**config.mk**
```make
export PLATFORM = sky130hd
export DESIGN_NAME = pixel_format_to_gray_or_bgr_top
export DESIGN_NICKNAME = d
export VERILOG_FILES = /design/src/pfg_pkg.sv /design/src/pfg_decode.sv /design/src/pixel_format_to_gray_or_bgr_top.sv
export VERILOG_INCLUDE_DIRS = /design/src /design/src/src
export SDC_FILE = /design/constraint.sdc
export NUM_CORES = 2
export LEC_CHECK = 0
export ABC_AREA = 1
export BUFFER_PORTS_ARGS = -buffer_cell sky130_fd_sc_hd__buf_4
export CAP_MARGIN = 5
export CORE_AREA = 5 5 263 265
export CTS_CLUSTER_DIAMETER = 100
export CTS_CLUSTER_SIZE = 14
export DETAILED_ROUTE_END_ITERATION = 6
export DIE_AREA = 0 0 268 270
export PLACE_DENSITY = 0.72
export SLEW_MARGIN = 10
export SYNTH_ARGS = -nofsm -noshare
export SYNTH_HDL_FRONTEND = slang
export SYNTH_SLANG_ARGS = --single-unit
```
**constraint.sdc**
```tcl
create_clock -name clk -period 14 [get_ports clk]
set_input_delay 2.8 -clock clk [delete_from_list [all_inputs] [get_ports clk]]
set_output_delay 2.8 -clock clk [all_outputs]
set_load 0.02 [all_outputs]
```
**src/pixel_format_to_gray_or_bgr_top_macros.svh**
```systemverilog
// Assertion helpers for the pixel format converter.
// Each check is sampled on the rising edge of clk and is off while arst_n is low.
`ifndef PIXEL_FORMAT_TO_GRAY_OR_BGR_TOP_MACROS_SVH
`define PIXEL_FORMAT_TO_GRAY_OR_BGR_TOP_MACROS_SVH

`ifndef SYNTHESIS

`define PFG_ASSERT_SAME(label, ant, cons) \
	label: assert property (@(posedge clk) disable iff (!arst_n) (ant) |-> (cons)) \
		else $error("pfg same-cycle check failed");

`define PFG_ASSERT_NEXT(label, ant, cons) \
	label: assert property (@(posedge clk) disable iff (!arst_n) (ant) |=> (cons)) \
		else $error("pfg next-cycle check failed");

`else

`define PFG_ASSERT_SAME(label, ant, cons)

`define PFG_ASSERT_NEXT(label, ant, cons)

`endif

`endif

```
**src/pfg_pkg.sv**
```systemverilog
`timescale 1ns / 1ps
`default_nettype none
package pfg_pkg;

	localparam int CFG_IDX_W  = 2;
	localparam int CFG_DATA_W = 3;

	typedef enum logic [1:0] {
		REG_SRC_FORMAT,
		REG_DEST_FORMAT,
		REG_SWAP_RB
	} cfg_reg_t;

	typedef enum logic [2:0] {
		SRC_GRAY8,
		SRC_BGR8,
		SRC_BGR16,
		SRC_BGRA8,
		SRC_BGR555,
		SRC_BGR565,
		SRC_CMYK8
	} src_fmt_t;

	typedef enum logic [1:0] {
		DST_GRAY,
		DST_THREE,
		DST_FOUR
	} dst_fmt_t;

	// BT.601 luma weights in Q14; blue takes the remainder so the sum is exactly 1.0
	localparam int          LUMA_SHIFT = 14;
	localparam logic [10:0] LUMA_B     = 11'd1868;
	localparam logic [13:0] LUMA_G     = 14'd9617;
	localparam logic [12:0] LUMA_R     = 13'd4899;
	localparam logic [29:0] LUMA_ROUND = 30'd8192;

	typedef struct packed {
		src_fmt_t src;
		dst_fmt_t dst;
		logic     swap_rb;
	} cfg_t;

	// For a CMYK source the channel fields hold (255 - x) * k, finished one stage later
	typedef struct packed {
		logic [15:0] b;
		logic [15:0] g;
		logic [15:0] r;
		logic [7:0]  a;
		logic [7:0]  k;
		logic        cmyk;
		logic        colour;
		logic        ok;
		dst_fmt_t    dst;
	} dec_t;

endpackage
`default_nettype wire

```
**src/pfg_decode.sv**
```systemverilog
`timescale 1ns / 1ps
`default_nettype none
module pfg_decode (
	input  wire pfg_pkg::cfg_t cfg,
	input  wire logic [15:0]   chan_first,
	input  wire logic [15:0]   chan_second,
	input  wire logic [15:0]   chan_third,
	input  wire logic [7:0]    chan_fourth,
	input  wire logic [15:0]   packed_word,
	output pfg_pkg::dec_t      dec
);

	logic three_or_gray;
	logic swap_ok;
	logic [15:0] swap_tmp;

	assign three_or_gray = (cfg.dst == pfg_pkg::DST_GRAY) || (cfg.dst == pfg_pkg::DST_THREE);
	assign swap_ok = cfg.swap_rb && ((cfg.src == pfg_pkg::SRC_BGR8) ||
		(cfg.src == pfg_pkg::SRC_BGR16) || (cfg.src == pfg_pkg::SRC_BGRA8));

	always_comb begin
		dec        = '0;
		dec.dst    = cfg.dst;
		dec.colour = 1'b1;
		dec.ok     = three_or_gray;
		dec.k      = chan_fourth;
		case (cfg.src)
			pfg_pkg::SRC_GRAY8: begin
				dec.b      = {8'd0, chan_first[7:0]};
				dec.g      = {8'd0, chan_first[7:0]};
				dec.r      = {8'd0, chan_first[7:0]};
				dec.colour = 1'b0;
			end
			pfg_pkg::SRC_BGR8, pfg_pkg::SRC_BGRA8: begin
				dec.b = {8'd0, chan_first[7:0]};
				dec.g = {8'd0, chan_second[7:0]};
				dec.r = {8'd0, chan_third[7:0]};
				dec.a = chan_fourth;
				if (cfg.src == pfg_pkg::SRC_BGRA8 && cfg.dst == pfg_pkg::DST_FOUR) begin
					dec.ok = 1'b1;
				end
			end
			pfg_pkg::SRC_BGR16: begin
				dec.b = chan_first;
				dec.g = chan_second;
				dec.r = chan_third;
			end
			pfg_pkg::SRC_BGR555: begin
				dec.b = {8'd0, packed_word[4:0], 3'd0};
				dec.g = {8'd0, packed_word[9:5], 3'd0};
				dec.r = {8'd0, packed_word[14:10], 3'd0};
			end
			pfg_pkg::SRC_BGR565: begin
				dec.b = {8'd0, packed_word[4:0], 3'd0};
				dec.g = {8'd0, packed_word[10:5], 2'd0};
				dec.r = {8'd0, packed_word[15:11], 3'd0};
			end
			pfg_pkg::SRC_CMYK8: begin
				// blue comes from yellow and red from cyan
				dec.cmyk = 1'b1;
				dec.b    = {8'd0, ~chan_third[7:0]} * {8'd0, chan_fourth};
				dec.g    = {8'd0, ~chan_second[7:0]} * {8'd0, chan_fourth};
				dec.r    = {8'd0, ~chan_first[7:0]} * {8'd0, chan_fourth};
			end
			default: begin
				dec.ok = 1'b0;
			end
		endcase
		swap_tmp = dec.b;
		if (swap_ok) begin
			dec.b = dec.r;
			dec.r = swap_tmp;
		end
	end

endmodule
`default_nettype wire

```
**src/pixel_format_to_gray_or_bgr_top.sv**
```systemverilog
// Pixel format converter, one pixel per transfer.
// Input stream s_*: tdata carries chan_first, chan_second, chan_third, chan_fourth and
// packed_word from bit 0 up. Output stream m_*: tdata carries out_first, out_second,
// out_third and out_alpha, tuser carries the unsupported flag.
// Configuration channel cfg_*: index 0 source format, 1 destination format, 2 red/blue
// swap; cfg_ready is always high and writes to other indexes are dropped. Change the
// registers only while no pixel is in flight.
// Three register stages: decode and CMYK products, CMYK finish and luma products, luma
// sum and output select; the last is the output register. m_tvalid rises once an input
// transfer has passed all three, and with m_tready high the output transfer is taken as
// soon as m_tvalid is set. Throughput is one pixel per cycle while m_tready stays high.
// When the receiver stalls, each stage holds while the one after it is full; empty stages
// still fill, so s_tready drops only once all three stages hold a pixel.
// Reset clears all valid bits and loads source bgr8, destination gray, no swap.
`timescale 1ns / 1ps
`default_nettype none
`include "pixel_format_to_gray_or_bgr_top_macros.svh"
module pixel_format_to_gray_or_bgr_top (
	input  wire logic                             clk,
	input  wire logic                             arst_n,
	input  wire logic                             s_tvalid,
	output logic                                  s_tready,
	// chan_first[15:0], chan_second[31:16], chan_third[47:32], chan_fourth[55:48],
	// packed_word[71:56]
	input  wire logic [71:0]                      s_tdata,
	output logic                                  m_tvalid,
	input  wire logic                             m_tready,
	// out_first[15:0], out_second[31:16], out_third[47:32], out_alpha[55:48]
	output logic [55:0]                           m_tdata,
	// unsupported[0]
	output logic [0:0]                            m_tuser,
	input  wire logic                             cfg_valid,
	output logic                                  cfg_ready,
	input  wire logic [pfg_pkg::CFG_IDX_W-1:0]    cfg_index,
	input  wire logic [pfg_pkg::CFG_DATA_W-1:0]   cfg_data
);

	pfg_pkg::cfg_t cfg_q;
	pfg_pkg::dec_t dec;

	logic rdy1, rdy2, rdy3;
	logic v1_s1, v2_s2, v3_s3;

	pfg_pkg::dec_t dec_s1;

	logic [15:0]        b_s2, g_s2, r_s2;
	logic [7:0]         a_s2;
	logic [26:0]        pb_s2;
	logic [29:0]        pg_s2;
	logic [28:0]        pr_s2;
	logic               ok_s2, colour_s2;
	pfg_pkg::dst_fmt_t  dst_s2;

	logic [15:0] first_s3, second_s3, third_s3;
	logic [7:0]  alpha_s3;
	logic        unsup_s3;

	logic [15:0] b_d, g_d, r_d;
	logic [29:0] sum_d;
	logic [15:0] luma_d;

	// configuration registers
	assign cfg_ready = 1'b1;

	always_ff @(posedge clk or negedge arst_n) begin
		if (!arst_n) begin
			cfg_q.src     <= pfg_pkg::SRC_BGR8;
			cfg_q.dst     <= pfg_pkg::DST_GRAY;
			cfg_q.swap_rb <= 1'b0;
		end else if (cfg_valid && cfg_ready) begin
			case (pfg_pkg::cfg_reg_t'(cfg_index))
				pfg_pkg::REG_SRC_FORMAT:  cfg_q.src     <= pfg_pkg::src_fmt_t'(cfg_data);
				pfg_pkg::REG_DEST_FORMAT: cfg_q.dst     <= pfg_pkg::dst_fmt_t'(cfg_data[1:0]);
				pfg_pkg::REG_SWAP_RB:     cfg_q.swap_rb <= cfg_data[0];
				default: ;
			endcase
		end
	end

	// pipeline handshake: a stage advances when the one after it is empty or moving
	assign rdy3     = !v3_s3 || m_tready;
	assign rdy2     = !v2_s2 || rdy3;
	assign rdy1     = !v1_s1 || rdy2;
	assign s_tready = rdy1;

	always_ff @(posedge clk or negedge arst_n) begin
		if (!arst_n) begin
			v1_s1 <= 1'b0;
			v2_s2 <= 1'b0;
			v3_s3 <= 1'b0;
		end else begin
			if (rdy1) v1_s1 <= s_tvalid;
			if (rdy2) v2_s2 <= v1_s1;
			if (rdy3) v3_s3 <= v2_s2;
		end
	end

	// stage 1: unpack and CMYK products
	pfg_decode u_decode (
		.cfg         (cfg_q),
		.chan_first  (s_tdata[15:0]),
		.chan_second (s_tdata[31:16]),
		.chan_third  (s_tdata[47:32]),
		.chan_fourth (s_tdata[55:48]),
		.packed_word (s_tdata[71:56]),
		.dec         (dec)
	);

	always_ff @(posedge clk) begin
		if (rdy1 && s_tvalid) begin
			dec_s1 <= dec;
		end
	end

	// stage 2: finish CMYK, luma products
	always_comb begin
		b_d = dec_s1.b;
		g_d = dec_s1.g;
		r_d = dec_s1.r;
		if (dec_s1.cmyk) begin
			b_d = {8'd0, dec_s1.k - dec_s1.b[15:8]};
			g_d = {8'd0, dec_s1.k - dec_s1.g[15:8]};
			r_d = {8'd0, dec_s1.k - dec_s1.r[15:8]};
		end
	end

	always_ff @(posedge clk) begin
		if (rdy2 && v1_s1) begin
			b_s2      <= b_d;
			g_s2      <= g_d;
			r_s2      <= r_d;
			a_s2      <= dec_s1.a;
			pb_s2     <= 27'(b_d) * 27'(pfg_pkg::LUMA_B);
			pg_s2     <= 30'(g_d) * 30'(pfg_pkg::LUMA_G);
			pr_s2     <= 29'(r_d) * 29'(pfg_pkg::LUMA_R);
			ok_s2     <= dec_s1.ok;
			colour_s2 <= dec_s1.colour;
			dst_s2    <= dec_s1.dst;
		end
	end

	// stage 3: luma sum and output select
	assign sum_d  = 30'(pb_s2) + pg_s2 + 30'(pr_s2) + pfg_pkg::LUMA_ROUND;
	assign luma_d = sum_d[pfg_pkg::LUMA_SHIFT +: 16];

	always_ff @(posedge clk) begin
		if (rdy3 && v2_s2) begin
			first_s3  <= '0;
			second_s3 <= '0;
			third_s3  <= '0;
			alpha_s3  <= '0;
			unsup_s3  <= !ok_s2;
			if (ok_s2) begin
				if (dst_s2 == pfg_pkg::DST_GRAY) begin
					first_s3 <= colour_s2 ? luma_d : b_s2;
				end else begin
					first_s3  <= b_s2;
					second_s3 <= g_s2;
					third_s3  <= r_s2;
					if (dst_s2 == pfg_pkg::DST_FOUR) alpha_s3 <= a_s2;
				end
			end
		end
	end

	assign m_tvalid = v3_s3;
	assign m_tdata  = {alpha_s3, third_s3, second_s3, first_s3};
	assign m_tuser  = unsup_s3;

	`PFG_ASSERT_SAME(a_unsup_zero, v3_s3 && unsup_s3, m_tdata == '0)
	`PFG_ASSERT_NEXT(a_accept_fills, s_tvalid && s_tready, v1_s1)
	`PFG_ASSERT_NEXT(a_s2_holds, v2_s2 && !rdy3, v2_s2 && $stable(pg_s2) && $stable(b_s2))
	`PFG_ASSERT_SAME(a_full_stall, v1_s1 && v2_s2 && v3_s3 && !m_tready, !s_tready)

endmodule
`default_nettype wire
```
; ---- Word level (Yosys, flattened, before mapping)
; Index checks and enable logic that the tools add are counted.
; W data, S select, Z words.
[op_classes]
order_cmp = 0
shift = 0
addsub = 6
muxes = 12
bitwise_logic = 5
n_reduce_logical = 26
div = 0
n_eq_ne = 11
n_mul = 6
[ops]
columns = cell, count
row1 = $pmux W48 S6, 1
row2 = $mux W16, 7
row3 = $mul A8 B8 Y16, 3
row4 = $add A27 B30 Y30, 1
row5 = $add A30 B14 Y30 const B, 1
row6 = $add A30 B29 Y30, 1
row7 = $mul A16 B14 Y30 const B, 1
row8 = $mul A16 B13 Y29 const B, 1
row9 = $mul A16 B9 Y25 const B, 1
row10 = $not A8 Y8, 3
row11 = $sub A8 B8 Y8, 3
row12 = $eq A3 B3 Y1 const B, 3
row13 = $eq A2 B2 Y1 const B, 3
row14 = $eq A3 B2 Y1 const B, 2
row15 = $logic_not A2 Y1, 3
row16 = $logic_or A1 B1 Y1, 6
row17 = $reduce_and A2 Y1, 3
row18 = $logic_and A1 B1 Y1, 5
row19 = $reduce_or A5 Y1, 1
row20 = $eq A2 B1 Y1 const B, 2
row21 = $logic_not A1 Y1, 4
row22 = $reduce_or A2 Y1, 2
row23 = $eq A3 B1 Y1 const B, 1
row24 = $logic_not A3 Y1, 1
row25 = 4 further kinds, 7
[totals]
memories = 0
latchBits = 0
romBits = 0
ram_bits = 0
word_cells = 96
input_bits = 82
out_inout_bits = 60
ff_bits = 279

; ---- Logic depth before layout (Yosys ltp)
[depth]
depth_word = 5
mapped_depth = 32
ltp_nobuf = 32

; ---- Hierarchy
; From an unflattened synthesis, not the netlist that was laid out.
[unflattened]
cells_unflattened = 3600
hier_area_um2 = 30897.1
[by_module_without_submodules]
columns = module, seq_area_each_um2, cells_each, instances, area_per_inst_um2
row1 = pixel_format_to_gray_or_bgr_top, 8154.1, 2361, 1, 22977.0
row2 = pfg_decode, 0.0, 1239, 1, 7920.1

; ---- Least setup slack after synthesis
; OpenSTA, ideal clock, no wires.
[synth_path]
path_type = input to register
start = input s_tdata[54]
end = register dec_s1[63] (netlist name) (data pin)
required_ns = 13.738
setup_slack_ns = 7.062
arrival_time_ns = 6.677
n_path_buf = 2
cell_stages = 17
setup_time_ns = 0.262
path_cell_list = clkbuf_1 > clkbuf_1 > nand2_1 > fa_1 > inv_1 > fa_1 > fa_1 > fa_1 > ha_1 > a21o_1 > nor2_1 > nand2_1 > or2_2 > nand3_1 > nand2_1 > nand2_1 > o21ai_0
[synth_rtl]
columns = item, line_no
row1 = start: declaration, pixel_format_to_gray_or_bgr_top.sv:25  ; input wire logic [71:0] s_tdata,
row2 = end signal: assignment, pixel_format_to_gray_or_bgr_top.sv:111  ; dec_s1 <= dec;
row3 = end: declaration, pixel_format_to_gray_or_bgr_top.sv:44  ; pfg_pkg::dec_t dec_s1;

==> out/qor.json <==
{
  "use_met1": {"value": 0.295},
  "dieHeight": {"value": 270, "unit": "um"},
  "route.vias.total": {"value": 23500},
  "ys_dominant_reg_cell": {"value": "sky130_fd_sc_hd__edfxtp_1"},
  "syn_area_per_cell": {"value": 8.73, "unit": "sq um"},
  "final_cell_mix": {"value": "702 x sky130_fd_sc_hd__nand2_1, 676 x sky130_fd_sc_hd__inv_1, 469 x sky130_fd_sc_hd__ha_1, 331 x sky130_fd_sc_hd__nor2_1, 267 x sky130_fd_sc_hd__fa_1"},
  "max_stage_delay": {"value": 0.56, "unit": "ns"},
  "worst_path_dominant_cell_family": {"value": "adder cells"},
  "clock_insertion_delay_worst_skew": {"value": 0.57, "unit": "ns"},
  "post-route-period-util": {"value": 0.490},
  "crit_path_start_kind": {"value": "primary input"},
  "drt_iter0_drc": {"value": 1858},
  "std_cell_rows": {"value": 95},
  "syn2layout_area_growth": {"value": 9.11, "unit": "%"},
  "timing.fmax": {"value": 146, "unit": "MHz"},
  "detail_route.first_pass.iterations": {"value": 6},
  "finish.net_count": {"value": 4427},
  "path_clk_slew": {"value": 0.07, "unit": "ns"},
  "antenna_violating_nets_post_route": {"value": 0},
  "final_hold_fails": {"value": 0},
  "post_synth_instance_area": {"value": 30300, "unit": "sq um"},
  "synth_top_area_share": {"value": 0.262},
  "worst_slew_pin_slew": {"value": 1.17, "unit": "ns"},
  "worst_r2r_startpoint": {"value": "dec_s1[7]"},
  "finalHoldWorstSlack": {"value": 0.421, "unit": "ns"},
  "crit_type": {"value": "in2reg"},
  "holdBufCountCts": {"value": 0},
  "ff2ff_path_depth": {"value": 24},
  "status": {"value": "finished clean"},
  "timing.critical_path.fanout_max": {"value": 16},
  "first_pass_grt_wire_length": {"value": 127000, "unit": "um"},
  "grtUsageTotal": {"value": 0.221},
  "dieWidth": {"value": 268, "unit": "um"},
  "crit_arrival": {"value": 7.14, "unit": "ns"},
  "period_minus_slack": {"value": 6.85, "unit": "ns"},
  "grt_busiest_layer": {"value": "met2"},
  "io_pins": {"value": 142},
  "final_common_cell": {"value": "sky130_fd_sc_hd__nand2_1"},
  "antenna_found_initial": {"value": 1},
  "grt_setup_unrepaired": {"value": "no"},
  "grt_start_max_net_pins": {"value": 95},
  "synth_largest_area_cell": {"value": "sky130_fd_sc_hd__edfxtp_1"},
  "setup_viol": {"value": 0},
  "gp_congestion": {"value": 0.981},
  "post_cts.repair.setup_buffers": {"value": 0},
  "number_of_buffers_created_by_cts": {"value": 24},
  "cp_cell_sequence": {"value": "buf_4 > inv_1 > nor2_1 > fa_1 > fa_1 > inv_1 > fa_1 > fa_1 > inv_1 > ha_1 > a21oi_1 > nand2_1 > nand2_1 > nand2_1 > o21ai_0 > nand2_1 > nand2_1 > o21ai_0"},
  "critPathRequiredTime": {"value": 14.28, "unit": "ns"},
  "fin_skew": {"value": 0.0213, "unit": "ns"},
  "synth-seq-cells": {"value": 273},
  "post_drt_wl_per_cell": {"value": 17.9, "unit": "um"},
  "cts_sinks": {"value": 273},
  "hold_depth": {"value": 0},
  "path_buf_inv": {"value": 4},
  "globalRouteMet3Util": {"value": 0.0210},
  "yosys_warnings": {"value": 0},
  "synth_sequential_area_ratio": {"value": 0.269},
  "setup_tns": {"value": 0, "unit": "ns"},
  "postSynthNetCount": {"value": 4289},
  "first_global_vias": {"value": 23500},
  "cp_most_frequent_cell": {"value": "sky130_fd_sc_hd__nand2_1"},
  "drv_cap": {"value": 0},
  "detail_route.vias_per_cell": {"value": 5.23},
  "totalWireLength": {"value": 80300, "unit": "um"},
  "worstHoldStart": {"value": "dec_s1[20]"},
  "reg2reg_to": {"value": "pg_s2[26]"},
  "maxSlewHeadroom": {"value": 0.221},
  "synthTopCellsByArea": {"value": "sky130_fd_sc_hd__edfxtp_1 26%, sky130_fd_sc_hd__ha_1 19%, sky130_fd_sc_hd__fa_1 18%, sky130_fd_sc_hd__nand2_1 8.7%, sky130_fd_sc_hd__inv_1 8.4%"},
  "final-max-slew-violation-count": {"value": 0},
  "drc_violations_left": {"value": 0},
  "synth_edf_count": {"value": 264},
  "htree_levels": {"value": 1},
  "whs_endpoint": {"value": "a_s2[7]"},
  "final.fill_count": {"value": 6356},
  "min-delay-path-class": {"value": "reg2reg"},
  "cts_tree": {"value": "done"},
  "r2r_setup_slack": {"value": 7.18, "unit": "ns"},
  "ys_types": {"value": 61},
  "ctsLongestPathBuffers": {"value": 3},
  "kind_of_capture_point_of_the_worst_setup_path": {"value": "register"},
  "core-area": {"value": 66600, "unit": "sq um"},
  "cts_root_buf": {"value": "sky130_fd_sc_hd__clkbuf_16"},
  "postSynthCellCount": {"value": 3471},
  "layout-drive-gt1-share": {"value": 0.0663},
  "gr-total-overflow": {"value": 0},
  "port-buffer-count": {"value": 140},
  "gr-usage-met2": {"value": 0.382},
  "async_flop_share": {"value": 0.0330},
  "post_cts.resized_instances": {"value": 0},
  "overall_die_area": {"value": 72400, "unit": "sq um"},
  "starting_density": {"value": 0.455},
  "critPathSlowestCell": {"value": "sky130_fd_sc_hd__fa_1"},
  "half_perimeter_wire_length_after_detailed_placement": {"value": 67300, "unit": "um"}
}
synthesized netlist by cell type, types with 20 or more instances:
| cell type | n |
|---|---|
| sky130_fd_sc_hd__nand4_1 | 25 |
| sky130_fd_sc_hd__xor2_1 | 59 |
| sky130_fd_sc_hd__nor3_1 | 24 |
| sky130_fd_sc_hd__o21ai_0 | 108 |
| sky130_fd_sc_hd__a21oi_1 | 153 |
| sky130_fd_sc_hd__nand3_1 | 131 |
| sky130_fd_sc_hd__nor2_1 | 331 |
| sky130_fd_sc_hd__xnor2_1 | 28 |
| sky130_fd_sc_hd__edfxtp_1 | 264 |
| sky130_fd_sc_hd__ha_1 | 469 |
| sky130_fd_sc_hd__o21bai_1 | 25 |
| sky130_fd_sc_hd__inv_1 | 678 |
| sky130_fd_sc_hd__o21ai_1 | 20 |
| sky130_fd_sc_hd__clkbuf_1 | 25 |
| sky130_fd_sc_hd__fa_1 | 267 |
| sky130_fd_sc_hd__nand2_1 | 702 |
sequential cells by signal (all words and copies together) (netlist names), 2 cells and up:
signal and flops:
b_s2 16, pg_s2 26, r_s2 16, pb_s2 24, first_s3 16, dec_s1 69
second_s3 16, third_s3 16, dst_s2 2, a_s2 8, pr_s2 28, cfg_q 6
g_s2 16, alpha_s3 8
layer usage:
metal	up-vias	share of wire
met5	-	0
met4	0	0.032
met3	151	0.058
met2	754	0.49
met1	11200	0.42
li1	11400	-
stage by stage:
step	instance area, sq um	utilization	instances	worst slack [ns]
2_1_floorplan	30300	-	3471	7.06
4_1_cts	33100	0.497	4494	7.17
3_5_place_dp	32400	0.486	4456	6.64
5_1_grt	33100	0.497	4495	6.76
3_3_place_gp	32400	0.486	4456	6.72
6_report	33100	0.497	4495	7.15
logic make-up after synthesis:
kind of cell               count (synthesis)  share of synthesized area
buffers and inverters                    737                     0.0935
adders and majority gates                736                      0.370
other                                      1                   0.000124
DFF                                      273                      0.269
and+or+nand+nor                         1253                      0.169
xor gates and xnor gates                  87                     0.0251
AOI/OAI and AO/OA                        384                     0.0732
worst max-delay path by stage:
stage / from / end / slack [ns] / cells past startpoint
detailed placement: s_tdata[52] / dec_s1[62] / 6.64 / 18
finish: s_tdata[52] / dec_s1[62] / 7.15 / 18
global route: dec_s1[7] / pg_s2[26] / 6.76 / 24
CTS: dec_s1[7] / pg_s2[26] / 7.17 / 24
global placement: s_tdata[52] / dec_s1[62] / 6.72 / 18
floorplan: s_tdata[54] / dec_s1[63] / 7.06 / 17
worst reg2reg max path, cell delays in order, from the launching register on:
cell and delay (ns):
sky130_fd_sc_hd__edfxtp_1 0.52, sky130_fd_sc_hd__ha_1 0.41, sky130_fd_sc_hd__a21oi_1 0.17, sky130_fd_sc_hd__o21ai_2 0.10, sky130_fd_sc_hd__a21oi_1 0.17, sky130_fd_sc_hd__xor2_1 0.24, sky130_fd_sc_hd__nand2_1 0.07, sky130_fd_sc_hd__o21ai_0 0.19
sky130_fd_sc_hd__inv_1 0.29, sky130_fd_sc_hd__ha_1 0.36, sky130_fd_sc_hd__ha_1 0.33, sky130_fd_sc_hd__fa_1 0.51, sky130_fd_sc_hd__fa_1 0.43, sky130_fd_sc_hd__fa_1 0.49, sky130_fd_sc_hd__inv_1 0.05, sky130_fd_sc_hd__fa_1 0.47
sky130_fd_sc_hd__inv_1 0.04, sky130_fd_sc_hd__ha_1 0.35, sky130_fd_sc_hd__nand2_1 0.11, sky130_fd_sc_hd__nor2_1 0.14, sky130_fd_sc_hd__nand2_1 0.06, sky130_fd_sc_hd__o21ai_1 0.34, sky130_fd_sc_hd__nand2_1 0.10, sky130_fd_sc_hd__nand2_1 0.11
sky130_fd_sc_hd__xor2_1 0.47
area by class of cell:
cell class	count	area, sq um	area share
flip-flops and latches	273	8150	0.247
well taps	873	1090	0.0330
clock inverters	3	41.3	0.00125
multi-input cells	2461	19300	0.585
clock buffers	35	652	0.0197
diodes	1	2.50	0.0000757
inverters	690	2600	0.0786
repair buffers	159	1190	0.0361
Power is left out: the tool's default activity adds up to more than one toggle a clock period on the data nets, which glitch-free logic cannot reach.
